[src/design/gbn_pkg.sv]
// gbn_pkg: shared constants, opcode codes, command/status structs and modular
// index helpers for the go-back-N sender. No dependencies.
package gbn_pkg;

  localparam int WINDOW       = 4;
  localparam int SEQ_RANGE    = 8;
  localparam int PAYLOAD_BITS = 64;

  localparam int SEQ_W  = $clog2(SEQ_RANGE);
  localparam int CNT_W  = $clog2(WINDOW + 1);
  localparam int SLOT_W = (WINDOW > 1) ? $clog2(WINDOW) : 1;
  localparam int OP_W   = 2;
  localparam int SUM_W  = ((SEQ_W > CNT_W) ? SEQ_W : CNT_W) + 1;

  typedef logic [OP_W-1:0]   op_t;
  typedef logic [SEQ_W-1:0]  seq_t;
  typedef logic [CNT_W-1:0]  cnt_t;
  typedef logic [SLOT_W-1:0] slot_t;
  typedef logic [SUM_W-1:0]  sum_t;
  typedef logic [PAYLOAD_BITS-1:0] word_t;

  localparam op_t OP_SEND    = op_t'(0);
  localparam op_t OP_ACK     = op_t'(1);
  localparam op_t OP_TIMEOUT = op_t'(2);

  // controller -> datapath
  typedef struct packed {
    logic exec;   // take the input word and load its first result
    logic step;   // load the next replayed packet
  } cmd_t;

  // datapath -> controller
  typedef struct packed {
    logic multi;      // more than one packet outstanding
    logic final_pkt;  // the replay index points at the newest packet
  } status_t;

  // ring slot of head + off, off no larger than WINDOW
  function automatic slot_t slot_add(slot_t head, cnt_t off);
    sum_t s;
    s = sum_t'(head) + sum_t'(off);
    if (s >= sum_t'(WINDOW)) s = s - sum_t'(WINDOW);
    return s[SLOT_W-1:0];
  endfunction

  // a + off modulo the sequence range, off no larger than the range
  function automatic seq_t seq_add(seq_t a, cnt_t off);
    sum_t s;
    s = sum_t'(a) + sum_t'(off);
    if (s >= sum_t'(SEQ_RANGE)) s = s - sum_t'(SEQ_RANGE);
    return s[SEQ_W-1:0];
  endfunction

  // a - b modulo the sequence range
  function automatic seq_t seq_sub(seq_t a, seq_t b);
    sum_t s;
    s = sum_t'(a) + sum_t'(SEQ_RANGE) - sum_t'(b);
    if (s >= sum_t'(SEQ_RANGE)) s = s - sum_t'(SEQ_RANGE);
    return s[SEQ_W-1:0];
  endfunction

endpackage

[src/design/go_back_n_sender_top.sv]
// go_back_n_sender_top: go-back-N sender window, top level.
// Depends on gbn_pkg, gbn_ctrl and gbn_dp.
//
//  channel | handshake            | word
//  --------+----------------------+---------------------------------------------
//  in      | in_valid / in_ready  | opcode, payload, ack_number,
//          |                      | ack_checksum_ok, timer_seq
//  out     | out_valid / out_ready| accepted, window_full, packet_valid,
//          |                      | packet_seq, packet_payload, stop_timer,
//          |                      | stop_seq, start_timer, start_seq, last
//
// Send, ack and an empty-window timeout each yield one word. A timeout with N
// packets stored yields N words, one per cycle while out_ready is high, out of
// the single result register; no input is taken until the last is loaded.
// The input side is ready while idle and the result register is empty or taken.
// Reset (rst, synchronous) empties the window: base, next sequence and count
// at zero. Store contents are undefined until written and are only read
// while they hold an outstanding packet.
// A stall on out_ready holds the result word and the replay in place.
module go_back_n_sender_top (
  input  logic                  clk,
  input  logic                  rst,
  input  logic                  in_valid,
  output logic                  in_ready,
  input  gbn_pkg::op_t          opcode,
  input  gbn_pkg::word_t        payload,
  input  gbn_pkg::seq_t         ack_number,
  input  logic                  ack_checksum_ok,
  input  gbn_pkg::seq_t         timer_seq,
  output logic                  out_valid,
  input  logic                  out_ready,
  output logic                  accepted,
  output logic                  window_full,
  output logic                  packet_valid,
  output gbn_pkg::seq_t         packet_seq,
  output gbn_pkg::word_t        packet_payload,
  output logic                  stop_timer,
  output gbn_pkg::seq_t         stop_seq,
  output logic                  start_timer,
  output gbn_pkg::seq_t         start_seq,
  output logic                  last
);

  gbn_pkg::cmd_t    cmd;
  gbn_pkg::status_t status;

  // handshake and replay sequencing
  gbn_ctrl u_ctrl (
    .clk       (clk),
    .rst       (rst),
    .in_valid  (in_valid),
    .in_ready  (in_ready),
    .opcode    (opcode),
    .out_valid (out_valid),
    .out_ready (out_ready),
    .cmd       (cmd),
    .status    (status)
  );

  // window state, packet store and result word
  gbn_dp u_dp (
    .clk             (clk),
    .rst             (rst),
    .cmd             (cmd),
    .status          (status),
    .opcode          (opcode),
    .payload         (payload),
    .ack_number      (ack_number),
    .ack_checksum_ok (ack_checksum_ok),
    .timer_seq       (timer_seq),
    .accepted        (accepted),
    .window_full     (window_full),
    .packet_valid    (packet_valid),
    .packet_seq      (packet_seq),
    .packet_payload  (packet_payload),
    .stop_timer      (stop_timer),
    .stop_seq        (stop_seq),
    .start_timer     (start_timer),
    .start_seq       (start_seq),
    .last            (last)
  );

endmodule

[src/design/gbn_ctrl.sv]
// gbn_ctrl: handshake and replay state machine of the go-back-N sender.
// Depends on gbn_pkg.
module gbn_ctrl (
  input  logic              clk,
  input  logic              rst,
  input  logic              in_valid,
  output logic              in_ready,
  input  gbn_pkg::op_t      opcode,
  output logic              out_valid,
  input  logic              out_ready,
  output gbn_pkg::cmd_t     cmd,
  input  gbn_pkg::status_t  status
);

  typedef enum logic {S_IDLE, S_REPLAY} state_t;

  state_t state;
  logic   out_free;

  assign out_free = !out_valid || out_ready;
  assign in_ready = (state == S_IDLE) && out_free;

  always_comb begin
    cmd.exec = in_valid && in_ready;
    cmd.step = (state == S_REPLAY) && out_free;
  end

  always_ff @(posedge clk) begin
    if (rst) begin
      state     <= S_IDLE;
      out_valid <= 1'b0;
    end else begin
      if (cmd.exec || cmd.step) begin
        out_valid <= 1'b1;
      end else if (out_ready) begin
        out_valid <= 1'b0;
      end
      unique case (state)
        S_IDLE: begin
          if (cmd.exec && opcode == gbn_pkg::OP_TIMEOUT && status.multi) begin
            state <= S_REPLAY;
          end
        end
        S_REPLAY: begin
          if (cmd.step && status.final_pkt) begin
            state <= S_IDLE;
          end
        end
        default: state <= S_IDLE;
      endcase
    end
  end

`ifndef SYNTHESIS
  a_replay_holds_word: assert property (@(posedge clk) disable iff (rst)
    state == S_REPLAY |-> out_valid)
    else $error("replay state without a pending result word");
  a_exec_step_excl: assert property (@(posedge clk) disable iff (rst)
    !(cmd.exec && cmd.step))
    else $error("exec and replay step issued together");
`endif

endmodule

[src/design/gbn_dp.sv]
// gbn_dp: window store, sequence state and result register of the go-back-N
// sender. Depends on gbn_pkg.
module gbn_dp (
  input  logic                     clk,
  input  logic                     rst,
  input  gbn_pkg::cmd_t            cmd,
  output gbn_pkg::status_t         status,
  input  gbn_pkg::op_t             opcode,
  input  gbn_pkg::word_t           payload,
  input  gbn_pkg::seq_t            ack_number,
  input  logic                     ack_checksum_ok,
  input  gbn_pkg::seq_t            timer_seq,
  output logic                     accepted,
  output logic                     window_full,
  output logic                     packet_valid,
  output gbn_pkg::seq_t            packet_seq,
  output gbn_pkg::word_t           packet_payload,
  output logic                     stop_timer,
  output gbn_pkg::seq_t            stop_seq,
  output logic                     start_timer,
  output gbn_pkg::seq_t            start_seq,
  output logic                     last
);

  gbn_pkg::word_t store [gbn_pkg::WINDOW];

  gbn_pkg::seq_t  base_seq, base_seq_next;
  gbn_pkg::seq_t  next_seq, next_seq_next;
  gbn_pkg::cnt_t  outstanding, outstanding_next;
  gbn_pkg::slot_t head, head_next;
  gbn_pkg::cnt_t  rp_idx;
  gbn_pkg::seq_t  ts_reg;

  gbn_pkg::cnt_t  idx_sel;
  gbn_pkg::seq_t  ts_sel;
  gbn_pkg::slot_t rd_slot, wr_slot;
  gbn_pkg::seq_t  ack_dist, dup_seq;
  logic           ack_ok, replay, fin, wr_en;

  logic           r_acc, r_pv, r_stop, r_start;
  gbn_pkg::seq_t  r_pseq, r_sseq, r_tseq;
  gbn_pkg::word_t r_pay;

  assign status.multi     = outstanding > gbn_pkg::cnt_t'(1);
  assign status.final_pkt = (rp_idx + gbn_pkg::cnt_t'(1)) == outstanding;

  always_comb begin
    base_seq_next    = base_seq;
    next_seq_next    = next_seq;
    outstanding_next = outstanding;
    head_next        = head;
    wr_en            = 1'b0;
    r_acc   = 1'b0;
    r_pv    = 1'b0;
    r_pseq  = '0;
    r_pay   = '0;
    r_stop  = 1'b0;
    r_sseq  = '0;
    r_start = 1'b0;
    r_tseq  = '0;

    idx_sel  = cmd.exec ? '0 : rp_idx;
    ts_sel   = cmd.exec ? timer_seq : ts_reg;
    rd_slot  = gbn_pkg::slot_add(head, idx_sel);
    wr_slot  = gbn_pkg::slot_add(head, outstanding);
    fin      = (idx_sel + gbn_pkg::cnt_t'(1)) == outstanding;
    ack_dist = gbn_pkg::seq_sub(ack_number, base_seq);
    dup_seq  = gbn_pkg::seq_sub(base_seq, gbn_pkg::seq_t'(1));
    ack_ok   = ack_checksum_ok && (ack_number != dup_seq) &&
               (gbn_pkg::sum_t'(ack_dist) < gbn_pkg::sum_t'(outstanding));
    replay   = cmd.step ||
               (cmd.exec && opcode == gbn_pkg::OP_TIMEOUT && outstanding != '0);

    if (replay) begin
      // one stored packet, oldest first; stop rides on the first, start on the last
      r_pv   = 1'b1;
      r_pseq = gbn_pkg::seq_add(base_seq, idx_sel);
      r_pay  = store[rd_slot];
      if (idx_sel == '0) begin
        r_stop = 1'b1;
        r_sseq = ts_sel;
      end
      if (fin) begin
        r_start = 1'b1;
        r_tseq  = ts_sel;
      end
    end else if (cmd.exec) begin
      case (opcode)
        gbn_pkg::OP_SEND: begin
          if (outstanding < gbn_pkg::cnt_t'(gbn_pkg::WINDOW)) begin
            wr_en            = 1'b1;
            outstanding_next = outstanding + gbn_pkg::cnt_t'(1);
            next_seq_next    = gbn_pkg::seq_add(next_seq, gbn_pkg::cnt_t'(1));
            r_acc  = 1'b1;
            r_pv   = 1'b1;
            r_pseq = next_seq;
            r_pay  = payload;
            if (outstanding == '0) begin
              r_start = 1'b1;
              r_tseq  = next_seq;
            end
          end
        end
        gbn_pkg::OP_ACK: begin
          if (ack_ok) begin
            // slide past the acked number
            outstanding_next = outstanding - gbn_pkg::cnt_t'(ack_dist) -
                               gbn_pkg::cnt_t'(1);
            head_next     = gbn_pkg::slot_add(head,
                              gbn_pkg::cnt_t'(ack_dist) + gbn_pkg::cnt_t'(1));
            base_seq_next = gbn_pkg::seq_add(ack_number, gbn_pkg::cnt_t'(1));
            r_stop = 1'b1;
            r_sseq = base_seq;
            if (outstanding_next != '0) begin
              r_start = 1'b1;
              r_tseq  = base_seq_next;
            end
          end
        end
        gbn_pkg::OP_TIMEOUT: begin
          // empty window: restart on the expired tag
          r_stop  = 1'b1;
          r_sseq  = ts_sel;
          r_start = 1'b1;
          r_tseq  = ts_sel;
        end
        default: ;
      endcase
    end
  end

  always_ff @(posedge clk) begin
    if (wr_en) begin
      store[wr_slot] <= payload;
    end
    if (cmd.exec || cmd.step) begin
      accepted       <= r_acc;
      window_full    <= outstanding_next >= gbn_pkg::cnt_t'(gbn_pkg::WINDOW);
      packet_valid   <= r_pv;
      packet_seq     <= r_pseq;
      packet_payload <= r_pay;
      stop_timer     <= r_stop;
      stop_seq       <= r_sseq;
      start_timer    <= r_start;
      start_seq      <= r_tseq;
      last           <= !replay || fin;
    end
    if (cmd.exec) begin
      ts_reg <= timer_seq;
    end
  end

  always_ff @(posedge clk) begin
    if (rst) begin
      base_seq    <= '0;
      next_seq    <= '0;
      outstanding <= '0;
      head        <= '0;
      rp_idx      <= '0;
    end else begin
      base_seq    <= base_seq_next;
      next_seq    <= next_seq_next;
      outstanding <= outstanding_next;
      head        <= head_next;
      if (cmd.exec) begin
        rp_idx <= gbn_pkg::cnt_t'(1);
      end else if (cmd.step) begin
        rp_idx <= rp_idx + gbn_pkg::cnt_t'(1);
      end
    end
  end

`ifndef SYNTHESIS
  a_count_bounded: assert property (@(posedge clk) disable iff (rst)
    outstanding <= gbn_pkg::cnt_t'(gbn_pkg::WINDOW))
    else $error("outstanding count beyond window");
  a_step_in_range: assert property (@(posedge clk) disable iff (rst)
    cmd.step |-> (rp_idx < outstanding) && $stable(outstanding))
    else $error("replay step past the stored packets");
`endif

endmodule
[config.mk]
export PLATFORM = sky130hd
export DESIGN_NAME = go_back_n_sender_top
export DESIGN_NICKNAME = d
export VERILOG_FILES = /design/src/design/gbn_pkg.sv /design/src/design/go_back_n_sender_top.sv /design/src/design/gbn_ctrl.sv /design/src/design/gbn_dp.sv
export SDC_FILE = /design/constraint.sdc
export NUM_CORES = 1
export LEC_CHECK = 0
export ABC_AREA = 1
export BUFFER_PORTS_ARGS = -buffer_cell sky130_fd_sc_hd__buf_2
export CAP_MARGIN = 20
export CORE_MARGIN = 2
export CORE_UTILIZATION = 25
export CTS_BUF_LIST = sky130_fd_sc_hd__clkbuf_4
export DETAILED_ROUTE_END_ITERATION = 12
export GPL_TIMING_DRIVEN = 0
export SYNTH_ARGS = -nofsm -noshare
export SYNTH_HDL_FRONTEND = slang
export SYNTH_SLANG_ARGS = --single-unit
[constraint.sdc]
create_clock -name clk -period 7.4 [get_ports clk]
set_input_delay 1.11 -clock clk [delete_from_list [all_inputs] [get_ports clk]]
set_output_delay 1.11 -clock clk [all_outputs]
set_load 0.05 [all_outputs]
# Yosys cells after proc, flatten, opt, wreduce, memory -nomap -nowiden
# Memories as Yosys holds them, arrays and structs flattened.
# Index checks and enable logic that the tools add are counted.
[word_totals] reg_bits=98 rom_bits=0 elab_cells=150 in_bits=77 mem_count=1 mem_bits_rw=256 output_inout_bits=81 latchBits=0
[mem_list] memory="u_dp.store" depth=4 word_bits=64 read_ports=1 rd_clocked_by_memory_dff=0 wr=1 line="gbn_dp.sv:25" rtl="gbn_pkg::word_t store [gbn_pkg::WINDOW];"
[op_classes] n_bitwise=2 shifts=0 multipliers=0 magnitude_cmp=12 reduce_logical=25 muxes=62 eq_ne=5 n_div=0 addsub=24
[ops] cell="$mux 64" n=4
[ops] cell="$mux 3" n=26
[ops] cell="$mux 1" n=23
[ops] cell="$ge 4x4->1 const B" n=5
[ops] cell="$sub 3x1->3 const B" n=6
[ops] cell="$add 2x3->4" n=3
[ops] cell="$add 3x1->3 const B" n=4
[ops] cell="$ge 4x3->1 const B" n=3
[ops] cell="$pmux 3 s2" n=2
[ops] cell="$logic_and 1x1->1" n=9
[ops] cell="$pmux 3 s3" n=1
[ops] cell="$add 3x1->4 const B" n=2
[ops] cell="$add 3x4->4 const B" n=2
[ops] cell="$reduce_and 4->1" n=2
[ops] cell="$eq 3x3->1" n=2
[ops] cell="$logic_not 3->1" n=2
[ops] cell="$mux 2" n=3
[ops] cell="$reduce_bool 3->1" n=2
[ops] cell="$sub 2x1->2 const B" n=3
[ops] cell="$add 3x3->4" n=1
[ops] cell="$logic_or 1x1->1" n=4
[ops] cell="$pmux 1 s2" n=2
[ops] cell="$reduce_bool 2->1" n=2
[ops] cell="$sub 4x1->4 const B" n=1
[ops] cell="other kinds (14)" n=16

# Logic depth before layout (Yosys ltp)
[depth] ltp_word=12 mapped_depth=15 mapped_depth_nobuf=15

# Hierarchy
# From an unflattened synthesis, not the netlist that was laid out.
[hier_totals] hier_cells=1240 area_unflattened_um2=15352.2
[modules_own_cells] module="gbn_dp" cells_each=1223 n_inst=1 area_each_um2=15237.1
[modules_own_cells] module="gbn_ctrl" cells_each=17 n_inst=1 area_each_um2=115.1

# Least setup slack after synthesis
# No wires, ideal clock.
[synth_path] kind="in2reg" startpoint="input port opcode[0]" endpoint="memory u_dp.store[0][0] in the netlist's numbering (enable)" arrival_ns=6.222 path_buffers=1 setup_time_ns=0.565 path_stages=6 path_slack_ns=0.613 path_cell_list="inv_1 > ha_1 > a21oi_4 > nand3_1 > clkbuf_1 > nor3_1"
[synth_via] elab_chain_cells=7 elab_cells_between_ends=10 classes_between="1 x eq/ne; 5 x mux; 4 x reduce/logical"
[synth_lines] element="start: declaration" line="go_back_n_sender_top.sv:25" rtl="input gbn_pkg::op_t opcode,"
[synth_lines] element="$eq 2x2->1" line="gbn_dp.sv:72" rtl="(cmd.exec && opcode == gbn_pkg::OP_TIMEOUT && outstanding != '0);"
[synth_lines] element="$logic_and 1x1->1 (2 in a row)" line="gbn_dp.sv:72"
[synth_lines] element="$logic_or 1x1->1" line="gbn_dp.sv:71" rtl="replay = cmd.step ||"
[synth_lines] element="$mux 1 *"
[synth_lines] element="$mux 1 *" line="gbn_dp.sv:133" rtl="if (wr_en) begin"
[synth_lines] element="$mux 1 (not written as such) *" line="gbn_dp.sv:134" rtl="store[wr_slot] <= payload;"
[synth_lines] element="end: declaration" line="gbn_dp.sv:25"
# Every way passes the cells marked *; elsewhere a longest branch is shown, timed or not.

==> results.toml <==
[outcome]
status = "finished clean"

[yosys]
synth_simple_gate_area_share_pct = 12.7
ys_ff_latch = 354
avgSynthCellArea_um2 = 12.6
yosys_warnings = 0
synth-adder-area-share_pct = 2.10
synth_top_family_by_area = "simple AND/OR/NAND/NOR gates"
synth_compound_area_share_pct = 5.70
synth.distinct_cells = 38
synthesis.nets = 1277
synthArstFlopShare_pct = 0
yosysSeqAreaShare_pct = 70.6
syn_area_um2 = 14800
muxShareOfSynthArea_pct = 4.33
syn_inst = 1177
synth_xor_area_share_pct = 1.22
ys.flop_type = "edfxtp_1"
synth_edf_count = 335

[global_routing]
antenna_found_initial = 7
grt_pass1_vias = 10000
grt_start_max_net_pins = 45
grt_first_pass_wirelength_um = 58700
grt_usage_pct = 12.9
overflow = 0

[clocking]
ctsResizeCount = 0
postCtsSetupBuffers = 0
cts_tree = "yes"
clockBufferDepth = 3
htreeDepth = 3
holdBufCountCts = 0
clk_latency_ns = 0.83
cts_sinks = 354
cts_buffers = 96
root_buffer = "clkbuf_4"
path_clk_slew_ns = 0.06

[route]
routed_wl_um = 39000
via_count = 9788
wire_per_inst_um = 16.9
drc = 0
ant_nets = 0
dr.pass1.iters = 5
routed_via_density = 4.23
drt_iter0_markers = 519

[cells_and_area]
area_delta_synth_final_pct = 23.3
final_area_um2 = 18200
final_cell_count_no_fill = 2314
largest_registers = "u_dp.store (256), u_dp.packet_payload (64)"
largest_reg_flops = 256
final_common_cell = "nand2_1"
top_register = "u_dp.store"
final_cell_mix = "nand2_1, edfxtp_1, buf_2"
layout.nets = 1565
drive_gt1_share_pct = 26.6

[timing]
fmaxAchievable_mhz = 297
finalClockSkew_ns = 0.0532
max-slew-margin-rel_pct = 43.6
min_period_over_period_pct = 45.6
slew_violations = 0
finalHoldViolations = 0
finalSetupViolCount = 0
worst_pin_slew_ns = 0.842
grt_setup_unrepaired = "false"
fin_crit_ns = 3.37

[worst_setup_path]
crit_required_ns = 7.89
reg2reg_depth = 11
worstSetupStartpointType = "flip-flop"
critPathArrivalTime_ns = 3.86
cp-end-kind = "flip-flop"
criticalPathCategory = "reg2reg"
worstPathMaxFanout = 10

[pwr]
power.switching_mw = 1.18
power_frac_seq_pct = 50.4
p_leak_nw = 7.07
finalPower_mw = 4.51
p_per_area_nw_per_um2 = 247
p_int_mw = 3.33
combPwrFrac_pct = 10.0
peakVddDrop_uv = 127
swShare_pct = 26.1
clkPwrFrac_pct = 39.6

[placement]
postPlaceCellArea_um2 = 17000
post-place-cells = 2140
post-dp-hpwl_um = 26900
port_buffers = 157
globalplace.congestion = 0.808

[floorplan]
die-area_um2 = 61100
ios = 158
row_count = 89
fp.dieW_um = 247
core-area_um2 = 58800
die_h_um = 247
initial_utilization_pct = 25.1

[min_path]
holdPathStages = 2
hold_class = "reg2reg"

[run]
drv_cap = 0
==> cells by family (layout without fill, tap and decap cells) <==
group / Yosys count / in the layout
simple gates: 475 / 475
flops: 354 / 354
compound gates: 137 / 137
buf+inv: 105 / 465
mux: 64 / 64
fa+ha+maj: 23 / 23
xor+xnor: 19 / 19
other cells: 0 / 4
==> area by class of cell <==
class	count	area, um^2
fillers	5986	40600
flip-flops and latches	354	10400
multi-input cells	718	3870
repair buffers	190	1190
clock buffers	136	1020
well taps	773	967
plain buffers	54	302
clock inverters	34	231
inverters	51	196
diodes	4	10.0
==> worst max-delay path, stage by stage, from the launching register on <==
cell and delay [ns]:
dfxtp_1 0.31, clkbuf_1 0.21, inv_1 0.25, ha_1 0.24, nand2_4 0.08, a21oi_4 0.20, nand3_1 0.15, clkbuf_1 0.29
nor3_2 0.70, buf_6 0.25, buf_6 0.18, buf_6 0.17
==> power by group through the flow <==
stage / Clock (mW) / Sequential, mW / Combinational (mW)
floorplan: 0 / 2.43 / 0.176
global placement: 0 / 2.32 / 0.436
detailed placement: 0 / 2.31 / 0.456
CTS: 1.87 / 2.27 / 0.458
global route: 1.97 / 2.27 / 0.492
finish: 1.78 / 2.27 / 0.450
==> metrics by stage <==
step                hold WS [ns]  util, %  setup slack (ns)  TNS [ns]
finish                     0.485     31.0              4.03         0
global route               0.421     31.0              3.79         0
CTS                        0.371     31.0              3.96         0
detailed placement         0.479     28.9              3.28         0
global placement           0.472     28.1             -4.13  -1044.00
floorplan                  0.455        -             0.613         0
==> cell usage after synthesis, types with 2 or more instances <==
cell | n | area [um^2]
or2_2 | 2 | 12.5
dfxtp_1 | 19 | 380
nand2_2 | 2 | 12.5
fa_1 | 3 | 60.1
nand4_1 | 4 | 25.0
buf_2 | 25 | 125
mux2i_1 | 64 | 641
xor2_1 | 13 | 114
nor3_1 | 4 | 20.0
buf_4 | 4 | 30.0
edfxtp_1 | 335 | 10100
a21oi_1 | 14 | 70.1
o211ai_1 | 26 | 195
clkbuf_1 | 17 | 63.8
o21ai_1 | 13 | 65.1
nand3_1 | 13 | 65.1
o21ai_0 | 68 | 340
inv_2 | 3 | 11.3
xnor2_1 | 5 | 43.8
ha_1 | 20 | 250
nor2_1 | 19 | 71.3
o211ai_2 | 10 | 125
inv_1 | 46 | 173
o22ai_1 | 5 | 31.3
nand2_1 | 422 | 1580
buf_6 | 7 | 78.8
nor2_2 | 3 | 18.8
==> routing by layer <==
layer / vias to the layer above / GRT usage (%) / share of wire (%)
li1: 4758 / - / -
met1: 4709 / 16.4 / 45
met2: 245 / 20.6 / 47
met3: 66 / 3.84 / 6.0
met4: 10 / 5.27 / 2.1
met5: - / 0 / 0.16
==> path summary, 6_finish.rpt <==
path	slack, ns	from	end
max reg2reg	4.03	flip-flop	u_dp.store[1][38]
min reg2reg	0.49	u_dp.base_seq[1]	u_dp.base_seq[1]
min	0.49	u_dp.base_seq[1]	u_dp.base_seq[1]
max	4.03	flip-flop	u_dp.store[1][38]
(Power assumes the default switching activity.)
